File: src/hdl/tpsd_pkg.sv
// Shared types and constants for the TGA pixel stream decoder.
// No dependencies; every other file in the block imports this package.
`default_nettype none

package tpsd_pkg;

   // Command queue between byte front end and pixel back end
   localparam int TPSD_QUEUE_DEPTH = 4;

   // Configuration port
   localparam int CSR_ADDR_W = 3;
   localparam int CSR_DATA_W = 16;

   localparam logic [CSR_ADDR_W-1:0] CSR_IMAGE_WIDTH      = 3'd0;
   localparam logic [CSR_ADDR_W-1:0] CSR_IMAGE_HEIGHT     = 3'd1;
   localparam logic [CSR_ADDR_W-1:0] CSR_FOUR_BYTE_PIXELS = 3'd2;
   localparam logic [CSR_ADDR_W-1:0] CSR_RLE_MODE         = 3'd3;
   localparam logic [CSR_ADDR_W-1:0] CSR_MIRROR_X         = 3'd4;
   localparam logic [CSR_ADDR_W-1:0] CSR_TOP_TO_BOTTOM    = 3'd5;

   localparam logic [15:0] RESET_IMAGE_WIDTH  = 16'd1;
   localparam logic [15:0] RESET_IMAGE_HEIGHT = 16'd1;

   // Stream widths
   localparam int REQ_DATA_W = 8;
   localparam int RSP_DATA_W = 96;
   localparam int RSP_USER_W = 2;

   // Alpha for 24-bit pixels
   localparam logic [7:0] ALPHA_OPAQUE = 8'hFF;

   typedef struct packed {
      logic [15:0] image_width;
      logic [15:0] image_height;
      logic        four_byte_pixels;
      logic        rle_mode;
      logic        mirror_x;
      logic        top_to_bottom;
   } cfg_type;

   // One decoded pixel value and how many times it is written
   typedef struct packed {
      logic       restart;
      logic [7:0] red;
      logic [7:0] green;
      logic [7:0] blue;
      logic [7:0] alpha;
      logic [7:0] count;
   } cmd_type;

   typedef enum logic [2:0] {
      BK_IDLE,
      BK_CHECK,
      BK_MUL,
      BK_ADD,
      BK_OUT
   } back_state_type;

endpackage

`default_nettype wire

File: src/hdl/tpsd_front.sv
// Byte front end: assembles BGR(A) pixels and parses run-length packet headers.
// Pushes one pixel command per completed pixel. Depends on tpsd_pkg.
`default_nettype none

module tpsd_front import tpsd_pkg::*; (
   input  wire logic       clock,
   input  wire logic       reset,
   input  wire cfg_type    cfg,
   input  wire logic       byte_valid,
   input  wire logic [7:0] byte_data,
   input  wire logic       byte_first,
   output logic            byte_ready,
   input  wire logic       queue_full,
   output logic            cmd_push,
   output cmd_type         cmd
);

   logic [7:0]  left_ff, left_in;
   logic        raw_ff, raw_in;
   logic [1:0]  phase_ff, phase_in;
   logic [23:0] pix_ff, pix_in;
   logic        pend_ff, pend_in;

   logic        take;
   logic [7:0]  left_cur;
   logic        raw_cur;
   logic [1:0]  phase_cur;
   logic [23:0] pix_cur;
   logic [1:0]  last_phase;

   assign byte_ready = ~queue_full;
   assign take       = byte_valid & ~queue_full;

   // A restart word sees cleared decode state
   assign left_cur   = byte_first ? 8'd0  : left_ff;
   assign raw_cur    = byte_first ? 1'b0  : raw_ff;
   assign phase_cur  = byte_first ? 2'd0  : phase_ff;
   assign pix_cur    = byte_first ? 24'd0 : pix_ff;
   assign last_phase = cfg.four_byte_pixels ? 2'd3 : 2'd2;

   // Decode one word
   always_comb begin
      left_in  = left_ff;
      raw_in   = raw_ff;
      phase_in = phase_ff;
      pix_in   = pix_ff;
      pend_in  = pend_ff;
      cmd_push = 1'b0;
      cmd      = '0;
      if (take) begin
         left_in  = left_cur;
         raw_in   = raw_cur;
         phase_in = phase_cur;
         pix_in   = pix_cur;
         pend_in  = pend_ff | byte_first;
         if (cfg.rle_mode && (left_cur == 8'd0)) begin
            // packet header: count in low bits, top bit set for a run
            left_in  = {1'b0, byte_data[6:0]} + 8'd1;
            raw_in   = ~byte_data[7];
            phase_in = 2'd0;
         end else if (phase_cur < last_phase) begin
            case (phase_cur)
               2'd0:    pix_in[7:0]   = byte_data;
               2'd1:    pix_in[15:8]  = byte_data;
               default: pix_in[23:16] = byte_data;
            endcase
            phase_in = phase_cur + 2'd1;
         end else begin
            // final byte of a pixel
            phase_in    = 2'd0;
            cmd_push    = 1'b1;
            cmd.restart = pend_ff | byte_first;
            pend_in     = 1'b0;
            cmd.blue    = pix_cur[7:0];
            cmd.green   = pix_cur[15:8];
            cmd.red     = cfg.four_byte_pixels ? pix_cur[23:16] : byte_data;
            cmd.alpha   = cfg.four_byte_pixels ? byte_data : ALPHA_OPAQUE;
            cmd.count   = 8'd1;
            if (cfg.rle_mode) begin
               if (raw_cur) begin
                  left_in = left_cur - 8'd1;
               end else begin
                  cmd.count = left_cur;
                  left_in   = 8'd0;
               end
            end
         end
      end
   end

   always_ff @(posedge clock) begin
      if (reset) begin
         left_ff  <= '0;
         raw_ff   <= 1'b0;
         phase_ff <= '0;
         pix_ff   <= '0;
         pend_ff  <= 1'b0;
      end else begin
         left_ff  <= left_in;
         raw_ff   <= raw_in;
         phase_ff <= phase_in;
         pix_ff   <= pix_in;
         pend_ff  <= pend_in;
      end
   end

endmodule

`default_nettype wire

File: src/hdl/tpsd_queue.sv
// Short command queue between front end and back end, register based.
// Depends on tpsd_pkg for the command type.
`default_nettype none

module tpsd_queue import tpsd_pkg::*; #(
   parameter int DEPTH = TPSD_QUEUE_DEPTH
) (
   input  wire logic    clock,
   input  wire logic    reset,
   input  wire logic    push,
   input  wire cmd_type push_cmd,
   output logic         full,
   input  wire logic    pop,
   output cmd_type      pop_cmd,
   output logic         empty
);

   localparam int PTR_W = (DEPTH > 1) ? $clog2(DEPTH) : 1;
   localparam int CNT_W = $clog2(DEPTH + 1);

   cmd_type            entry_ff [DEPTH];
   logic [PTR_W-1:0]   wr_ptr_ff, wr_ptr_in;
   logic [PTR_W-1:0]   rd_ptr_ff, rd_ptr_in;
   logic [CNT_W-1:0]   fill_ff, fill_in;
   logic               do_push;
   logic               do_pop;

   assign full    = (fill_ff == CNT_W'(DEPTH));
   assign empty   = (fill_ff == '0);
   assign do_push = push & ~full;
   assign do_pop  = pop & ~empty;
   assign pop_cmd = entry_ff[rd_ptr_ff];

   // Pointer and fill bookkeeping
   always_comb begin
      wr_ptr_in = wr_ptr_ff;
      rd_ptr_in = rd_ptr_ff;
      fill_in   = fill_ff;
      if (do_push) begin
         wr_ptr_in = (wr_ptr_ff == PTR_W'(DEPTH - 1)) ? '0 : wr_ptr_ff + 1'b1;
      end
      if (do_pop) begin
         rd_ptr_in = (rd_ptr_ff == PTR_W'(DEPTH - 1)) ? '0 : rd_ptr_ff + 1'b1;
      end
      if (do_push && !do_pop) begin
         fill_in = fill_ff + 1'b1;
      end else if (do_pop && !do_push) begin
         fill_in = fill_ff - 1'b1;
      end
   end

   always_ff @(posedge clock) begin
      if (reset) begin
         wr_ptr_ff <= '0;
         rd_ptr_ff <= '0;
         fill_ff   <= '0;
      end else begin
         wr_ptr_ff <= wr_ptr_in;
         rd_ptr_ff <= rd_ptr_in;
         fill_ff   <= fill_in;
      end
   end

   // Entry storage
   always_ff @(posedge clock) begin
      if (do_push) begin
         entry_ff[wr_ptr_ff] <= push_cmd;
      end
   end

endmodule

`default_nettype wire

File: src/hdl/tpsd_back.sv
// Pixel back end: walks the bitmap position, computes addresses and packs
// pixel pairs into the output register. Depends on tpsd_pkg.
`default_nettype none

module tpsd_back import tpsd_pkg::*; (
   input  wire logic                  clock,
   input  wire logic                  reset,
   input  wire cfg_type               cfg,
   input  wire logic                  cmd_valid,
   input  wire cmd_type               cmd,
   output logic                       cmd_pop,
   output logic                       out_valid,
   input  wire logic                  out_ready,
   output logic [RSP_DATA_W-1:0]      out_data,
   output logic [RSP_USER_W-1:0]      out_user,
   output logic                       out_last
);

   back_state_type state_ff, state_in;

   logic [15:0] col_ff, col_in;
   logic [15:0] row_ff, row_in;
   logic        done_ff, done_in;
   logic [7:0]  cnt_ff, cnt_in;
   logic        slot_ff, slot_in;
   logic        sec_ff, sec_in;
   logic [31:0] color_ff, color_in;
   logic [31:0] prod_ff, prod_in;
   logic [15:0] x_ff, x_in;
   logic [31:0] addr0_ff, addr0_in;
   logic [31:0] addr1_ff, addr1_in;

   logic                  out_valid_ff, out_valid_in;
   logic [RSP_DATA_W-1:0] out_data_ff, out_data_in;
   logic [RSP_USER_W-1:0] out_user_ff, out_user_in;
   logic                  out_last_ff, out_last_in;

   logic        col_wrap;
   logic [16:0] row_inc;
   logic [16:0] col_inc;
   logic [15:0] chk_col;
   logic [15:0] chk_row;
   logic        chk_done;
   logic        chk_ok;
   logic [15:0] x_pos;
   logic [15:0] y_pos;
   logic [31:0] prod_mul;
   logic [31:0] addr_sum;
   logic        out_free;
   logic        last_res;

   assign out_valid = out_valid_ff;
   assign out_data  = out_data_ff;
   assign out_user  = out_user_ff;
   assign out_last  = out_last_ff;

   assign cmd_pop  = (state_ff == BK_IDLE) & cmd_valid;
   assign out_free = ~out_valid_ff | out_ready;
   assign last_res = (cnt_ff == 8'd0) | done_ff;

   assign col_wrap = (col_ff >= cfg.image_width);
   assign row_inc  = {1'b0, row_ff} + 17'd1;
   assign col_inc  = {1'b0, col_ff} + 17'd1;

   // Position check: brings column and row into range, flags end of image
   always_comb begin
      chk_col  = col_ff;
      chk_row  = row_ff;
      chk_done = done_ff;
      chk_ok   = 1'b0;
      if (done_ff) begin
         chk_ok = 1'b0;
      end else if (cfg.image_width == 16'd0) begin
         chk_done = 1'b1;
      end else begin
         if (col_wrap) begin
            chk_col = 16'd0;
            chk_row = row_inc[15:0];
         end
         if (col_wrap && row_inc[16]) begin
            chk_done = 1'b1;
         end else if (chk_row >= cfg.image_height) begin
            chk_done = 1'b1;
         end else begin
            chk_ok = 1'b1;
         end
      end
   end

   // Bitmap coordinates; 16x16 product, registered before the add
   assign x_pos    = cfg.mirror_x ? (cfg.image_width - 16'd1 - col_ff) : col_ff;
   assign y_pos    = cfg.top_to_bottom ? row_ff : (cfg.image_height - 16'd1 - row_ff);
   assign prod_mul = {16'd0, y_pos} * {16'd0, cfg.image_width};
   assign addr_sum = prod_ff + {16'd0, x_ff};

   // Next state
   always_comb begin
      state_in = state_ff;
      case (state_ff)
         BK_IDLE: begin
            if (cmd_valid) begin
               state_in = BK_CHECK;
            end
         end
         BK_CHECK: begin
            if (chk_ok) begin
               state_in = BK_MUL;
            end else if (slot_ff) begin
               state_in = BK_OUT;
            end else begin
               state_in = BK_IDLE;
            end
         end
         BK_MUL: begin
            state_in = BK_ADD;
         end
         BK_ADD: begin
            if (!slot_ff && (cnt_ff != 8'd0)) begin
               state_in = BK_CHECK;
            end else begin
               state_in = BK_OUT;
            end
         end
         BK_OUT: begin
            if (out_free) begin
               state_in = last_res ? BK_IDLE : BK_CHECK;
            end
         end
         default: begin
            state_in = BK_IDLE;
         end
      endcase
   end

   // Datapath and output register
   always_comb begin
      col_in       = col_ff;
      row_in       = row_ff;
      done_in      = done_ff;
      cnt_in       = cnt_ff;
      slot_in      = slot_ff;
      sec_in       = sec_ff;
      color_in     = color_ff;
      prod_in      = prod_ff;
      x_in         = x_ff;
      addr0_in     = addr0_ff;
      addr1_in     = addr1_ff;
      out_valid_in = out_valid_ff & ~out_ready;
      out_data_in  = out_data_ff;
      out_user_in  = out_user_ff;
      out_last_in  = out_last_ff;
      case (state_ff)
         BK_IDLE: begin
            if (cmd_valid) begin
               color_in = {cmd.alpha, cmd.blue, cmd.green, cmd.red};
               cnt_in   = cmd.count;
               slot_in  = 1'b0;
               sec_in   = 1'b0;
               if (cmd.restart) begin
                  col_in  = 16'd0;
                  row_in  = 16'd0;
                  done_in = 1'b0;
               end
            end
         end
         BK_CHECK: begin
            col_in  = chk_col;
            row_in  = chk_row;
            done_in = chk_done;
         end
         BK_MUL: begin
            prod_in = prod_mul;
            x_in    = x_pos;
            cnt_in  = cnt_ff - 8'd1;
            // step to the next stream position
            if (col_inc >= {1'b0, cfg.image_width}) begin
               col_in = 16'd0;
               row_in = row_inc[15:0];
               if (row_inc[16] || (row_inc >= {1'b0, cfg.image_height})) begin
                  done_in = 1'b1;
               end
            end else begin
               col_in = col_inc[15:0];
            end
         end
         BK_ADD: begin
            if (slot_ff) begin
               addr1_in = addr_sum;
               sec_in   = 1'b1;
            end else begin
               addr0_in = addr_sum;
               if (cnt_ff != 8'd0) begin
                  slot_in = 1'b1;
               end
            end
         end
         BK_OUT: begin
            if (out_free) begin
               out_valid_in = 1'b1;
               out_data_in  = {color_ff, (sec_ff ? addr1_ff : 32'd0), addr0_ff};
               out_user_in  = {done_ff, sec_ff};
               out_last_in  = last_res;
               slot_in      = 1'b0;
               sec_in       = 1'b0;
            end
         end
         default: begin
            slot_in = 1'b0;
         end
      endcase
   end

   always_ff @(posedge clock) begin
      if (reset) begin
         state_ff     <= BK_IDLE;
         col_ff       <= '0;
         row_ff       <= '0;
         done_ff      <= 1'b0;
         cnt_ff       <= '0;
         slot_ff      <= 1'b0;
         sec_ff       <= 1'b0;
         out_valid_ff <= 1'b0;
      end else begin
         state_ff     <= state_in;
         col_ff       <= col_in;
         row_ff       <= row_in;
         done_ff      <= done_in;
         cnt_ff       <= cnt_in;
         slot_ff      <= slot_in;
         sec_ff       <= sec_in;
         out_valid_ff <= out_valid_in;
      end
   end

   always_ff @(posedge clock) begin
      color_ff    <= color_in;
      prod_ff     <= prod_in;
      x_ff        <= x_in;
      addr0_ff    <= addr0_in;
      addr1_ff    <= addr1_in;
      out_data_ff <= out_data_in;
      out_user_ff <= out_user_in;
      out_last_ff <= out_last_in;
   end

endmodule

`default_nettype wire

File: src/hdl/tga_pixel_stream_decoder.sv
// Path: a word that completes a pixel is pushed into the command queue; the back end
// pops it in BK_IDLE and runs BK_CHECK, BK_MUL and BK_ADD for each pixel of a result word,
// then loads the output register in BK_OUT, waiting there while the result channel stalls.
// Throughput: one word per cycle while the command queue has room; one command at a time.
// Reset: synchronous, active high; clears all control state, registers to defaults.
// Top level: configuration registers, front end, command queue, back end.
`default_nettype none

module tga_pixel_stream_decoder import tpsd_pkg::*; #(
   parameter int QUEUE_DEPTH = TPSD_QUEUE_DEPTH
) (
   input  wire logic                  clock,
   input  wire logic                  reset,
   // input words
   input  wire logic                  req_tvalid,
   output logic                       req_tready,
   input  wire logic [REQ_DATA_W-1:0] req_tdata,   // [7:0] data_byte
   input  wire logic                  req_tuser,   // [0] first_of_image
   // results
   output logic                       rsp_tvalid,
   input  wire logic                  rsp_tready,
   output logic [RSP_DATA_W-1:0]      rsp_tdata,   // addr_first, addr_second,
                                                   // red, green, blue, alpha
   output logic [RSP_USER_W-1:0]      rsp_tuser,   // second_valid, image_done
   output logic                       rsp_tlast,   // last
   // configuration writes
   input  wire logic                  csr_we,
   input  wire logic [CSR_ADDR_W-1:0] csr_addr,
   input  wire logic [CSR_DATA_W-1:0] csr_wdata
);

   cfg_type cfg_ff, cfg_in;

   logic    queue_full;
   logic    queue_empty;
   logic    cmd_push;
   logic    cmd_pop;
   cmd_type push_cmd;
   cmd_type pop_cmd;

   // Configuration register writes
   always_comb begin
      cfg_in = cfg_ff;
      if (csr_we) begin
         case (csr_addr)
            CSR_IMAGE_WIDTH:      cfg_in.image_width      = csr_wdata;
            CSR_IMAGE_HEIGHT:     cfg_in.image_height     = csr_wdata;
            CSR_FOUR_BYTE_PIXELS: cfg_in.four_byte_pixels = csr_wdata[0];
            CSR_RLE_MODE:         cfg_in.rle_mode         = csr_wdata[0];
            CSR_MIRROR_X:         cfg_in.mirror_x         = csr_wdata[0];
            CSR_TOP_TO_BOTTOM:    cfg_in.top_to_bottom    = csr_wdata[0];
            default:              cfg_in = cfg_ff;
         endcase
      end
   end

   always_ff @(posedge clock) begin
      if (reset) begin
         cfg_ff.image_width      <= RESET_IMAGE_WIDTH;
         cfg_ff.image_height     <= RESET_IMAGE_HEIGHT;
         cfg_ff.four_byte_pixels <= 1'b0;
         cfg_ff.rle_mode         <= 1'b0;
         cfg_ff.mirror_x         <= 1'b0;
         cfg_ff.top_to_bottom    <= 1'b0;
      end else begin
         cfg_ff <= cfg_in;
      end
   end

   tpsd_front u_front (
      .clock      (clock),
      .reset      (reset),
      .cfg        (cfg_ff),
      .byte_valid (req_tvalid),
      .byte_data  (req_tdata),
      .byte_first (req_tuser),
      .byte_ready (req_tready),
      .queue_full (queue_full),
      .cmd_push   (cmd_push),
      .cmd        (push_cmd)
   );

   tpsd_queue #(
      .DEPTH (QUEUE_DEPTH)
   ) u_queue (
      .clock    (clock),
      .reset    (reset),
      .push     (cmd_push),
      .push_cmd (push_cmd),
      .full     (queue_full),
      .pop      (cmd_pop),
      .pop_cmd  (pop_cmd),
      .empty    (queue_empty)
   );

   tpsd_back u_back (
      .clock     (clock),
      .reset     (reset),
      .cfg       (cfg_ff),
      .cmd_valid (~queue_empty),
      .cmd       (pop_cmd),
      .cmd_pop   (cmd_pop),
      .out_valid (rsp_tvalid),
      .out_ready (rsp_tready),
      .out_data  (rsp_tdata),
      .out_user  (rsp_tuser),
      .out_last  (rsp_tlast)
   );

endmodule

`default_nettype wire

File: config.mk
export PLATFORM = sky130hd
export DESIGN_NAME = tga_pixel_stream_decoder
export DESIGN_NICKNAME = d
export VERILOG_FILES = /design/src/hdl/tpsd_pkg.sv /design/src/hdl/tpsd_front.sv /design/src/hdl/tpsd_queue.sv /design/src/hdl/tpsd_back.sv /design/src/hdl/tga_pixel_stream_decoder.sv
export SDC_FILE = /design/constraint.sdc
export NUM_CORES = 1
export LEC_CHECK = 0
export ABC_AREA = 1
export BUFFER_PORTS_ARGS = -buffer_cell sky130_fd_sc_hd__buf_2
export CAP_MARGIN = 20
export CORE_MARGIN = 2
export CORE_UTILIZATION = 40
export CTS_CLUSTER_SIZE = 30
export DETAILED_ROUTE_END_ITERATION = 8
export PLACE_DENSITY_LB_ADDON = 0.25
export SYNTH_ARGS = -nofsm -noshare
export SYNTH_HDL_FRONTEND = slang
export SYNTH_HIERARCHICAL = 1
export SYNTH_SLANG_ARGS = --single-unit
export TNS_END_PERCENT = 20
File: constraint.sdc
create_clock -name clock -period 9.05 [get_ports clock]
set_input_delay 0.905 -clock clock [delete_from_list [all_inputs] [get_ports clock]]
set_output_delay 0.905 -clock clock [all_outputs]
set_load 0.02 [all_outputs]
==> impl_metrics.toml <==
[clock_tree]
cts_max_level = 2
cts_repair_resized_insts = 0
cts-hold-fix-buffers = 0
numCtsBuffers = 59
cts_max_path_buffers = 3
cts_tree = "built"
insertion_delay_ns = 0.65
clock_transition_time_at_the_flip_flop_clock_pins_of_the_worst_setup_and_hold_paths_ns = 0.07
clkSinkCount = 535
clockRootBuffer = "sky130_fd_sc_hd__clkbuf_16"
cts.repair_timing.setup_buffer_count = 0

[logic_synthesis]
synth_area_leaders = "sky130_fd_sc_hd__edfxtp_1, sky130_fd_sc_hd__fa_1, sky130_fd_sc_hd__nand2_1, sky130_fd_sc_hd__ha_1, sky130_fd_sc_hd__dfxtp_1"
netlist_area_before_placement_sq_um = 34900
avgSynthCellArea_sq_um = 8.889
yosysSeqAreaShare_pct = 42.36
syn_inst = 3926
synth-warning-count = 6
synthTopCellsByCount = "sky130_fd_sc_hd__nand2_1, sky130_fd_sc_hd__inv_1, sky130_fd_sc_hd__nor2_1"
synth_register_bits = 535
synth_top_area_cell = "sky130_fd_sc_hd__edfxtp_1"
synthesis.nets = 4384
synth_top_area_share_pct = 35.02
asyncSetResetFlopFracSynth_pct = 0
synth.distinct_cells = 55
yosys.cell_count.top_type = "sky130_fd_sc_hd__nand2_1"
synth_edf_count = 407
ys_dominant_reg_cell = "sky130_fd_sc_hd__edfxtp_1"

[detailed_routing]
viasPerCell = 5.043
detailroute.via_count = 26410
antenna_left = 0
post_drt_wl_per_cell_microns = 17.53
drt_wl_total_mm = 91.80
drt_iter0_drc = 2080
route.detailed.drc = 0
drt_first_pass_iters = 6

[placed_design]
gpl.final_weighted_congestion = 0.9429
port_buffers = 133
placement.setup.worst_slack_ns = 1.511
hpwl_dp_mm = 65.66

[min_path]
worst_hold_class = "flip-flop to flip-flop"

[setup_path]
worst-endpoint-required_ns = 9.43
critical-path-top-cell-by-count = "sky130_fd_sc_hd__fa_1"
cpMaxStageDelayCell = "sky130_fd_sc_hd__fa_1"
worstSetupPathType = "flip-flop to flip-flop"
critical_path.max_fanout = 9
timing.critical_path.to_type = "flip-flop"
cp.arrival_ns = 7.99
critical_path.max_stage_delay_ns = 0.61
startpoint_type = "flip-flop"

[layout]
multiInputGateArea_sq_um = 17260
fillers = 8399
final_core_util_pct = 44.77
area.growth.synth_to_final_pct = 11.11
post_route_cells_drive_above_1_share_pct = 8.723
layout.nets = 4488
regArea_sq_um = 14790

[global_routing]
initial_antenna_violation_count = 0
track_usage_pct = 20.15
number_of_global_route_vias_before_repair = 25280
first_pass_grt_wire_length_mm = 142.0
grt-ovfl-total = 0
largest_net_degree_at_the_start_of_global_routing = 83

[power]
power_density_of_the_placed_cells_nw_per_um2 = 230.2
vdd_ir_drop_max_v = 0.0002073
p_leak_nw = 16.87

[die]
floorplan.initialDensity_pct = 40.29
floorplan.core_area_sq_um = 86620
die_area_sq_um = 89630
chipWidth_microns = 299.4
floorplan.rows = 108
design.portCount = 134
dieHeight_microns = 299.4

[sta]
report.final.setup_viol = 0
highest_clock_rate_ghz = 0.1315
rsz_0062_raised_after_global_routing = "false"
maxSlewViolCount = 0
smallest_setup_slack_after_layout_ns = 1.444
setup-tns-final_ns = 0
slew-limit-headroom_pct = 32.23
final_hold_viol_count = 0
post-route-period-util_pct = 84.05
worst_slew_pin_slew_ns = 1.017
period_needed_ns = 7.606
clock-skew-final_ns = 0.04573

[run]
timing.max_cap.violations = 0

[outcome]
outcome = "completed"
placed cells by master (no fill, tap or decap), types with 44 or more instances in the layout:
cell type                   count
sky130_fd_sc_hd__clkbuf_16     60
sky130_fd_sc_hd__edfxtp_1     407
sky130_fd_sc_hd__inv_1        556
sky130_fd_sc_hd__nand3_1      165
sky130_fd_sc_hd__o21ai_0      151
sky130_fd_sc_hd__fa_1         198
sky130_fd_sc_hd__a21oi_1      170
sky130_fd_sc_hd__nor2_1       448
sky130_fd_sc_hd__buf_2        133
sky130_fd_sc_hd__nor3_1        45
sky130_fd_sc_hd__o22ai_1       44
sky130_fd_sc_hd__xor2_1        62
sky130_fd_sc_hd__o21ai_1       74
sky130_fd_sc_hd__ha_1         227
sky130_fd_sc_hd__dfxtp_1      127
sky130_fd_sc_hd__nand2_1      894
where the power goes:
part	internal (mW)	switching (mW)	total, mW
logic	1.08	2.30	3.38
registers	2.90	0.0877	2.99
clock network	1.53	1.03	2.56
total	5.51	3.42	8.93
flip-flops by register name (all words and copies together) (netlist names), 8 cells and up, named ones only:
name              count
u_back/addr0_ff      32
cfg_ff               36
u_back/col_ff        16
u_front/pix_ff       24
u_queue/entry_ff    164
u_back/prod_ff       32
u_back/row_ff        16
u_back/color_ff      32
u_back/x_ff          16
u_back/out_data      96
u_back/cnt_ff         8
u_front/left_ff       8
u_back/addr1_ff      32
per-layer routing:
metal  global-route usage, %  part of all wire (%)
met1                   26.40                    43
met2                   34.18                    48
met3                   2.588                   5.0
met4                   7.405                   3.5
met5                       0                     0
cell families after synthesis:
logic type      after synthesis  share of synthesized area, %
simple gates               1641                         19.41
buf+inv                     720                         8.332
flops                       535                         42.36
compound gates              513                         8.092
fa+ha+maj                   425                         19.50
xor+xnor                     92                         2.309
per-stage QoR:
| step | power [mW] | instance area (sq um) | std cells | hold WS, ns |
|---|---|---|---|---|
| 2_1_floorplan | 5.483 | 34900 | 3926 | 0.4003 |
| 4_1_cts | 9.004 | 38760 | 5235 | 0.3978 |
| 3_3_place_gp | 6.389 | 36660 | 5123 | 0.4006 |
| 3_5_place_dp | 6.406 | 36660 | 5123 | 0.4045 |
| 6_report | 8.927 | 38780 | 5237 | 0.3960 |
| 5_1_grt | 9.547 | 38770 | 5236 | 0.4111 |
final timing paths:
check	startpoint	slack (ns)	depth (start not counted)	to
worst min-delay path	u_back/color_ff[3]	0.40	0	u_back/out_data[67]
worst max-delay path	u_back/row_ff[0]	1.44	29	u_back/prod_ff[25]
worst min register to register	u_back/color_ff[3]	0.40	0	u_back/out_data[67]
worst max register to register	u_back/row_ff[0]	1.44	29	u_back/prod_ff[25]
critical path, delay by kind of cell (launching register included):
family | cells | cell delay (ns)
AOI/OAI and AO/OA | 4 | 0.82
DFF | 1 | 0.41
adders and majority gates | 9 | 4.02
xor gates and xnor gates | 1 | 0.14
buffers and inverters | 7 | 0.67
and+or+nand+nor | 8 | 1.28
area by class of cell:
class	count	area share (%)
antenna	1	0.006453
clock buffer	72	4.040
clock inverter	40	1.378
inverter	593	5.744
multi-input combinational	2671	44.52
sequential	535	38.13
tap	1155	3.727
timing repair buffer	170	2.452
(Power assumes the default switching activity.)
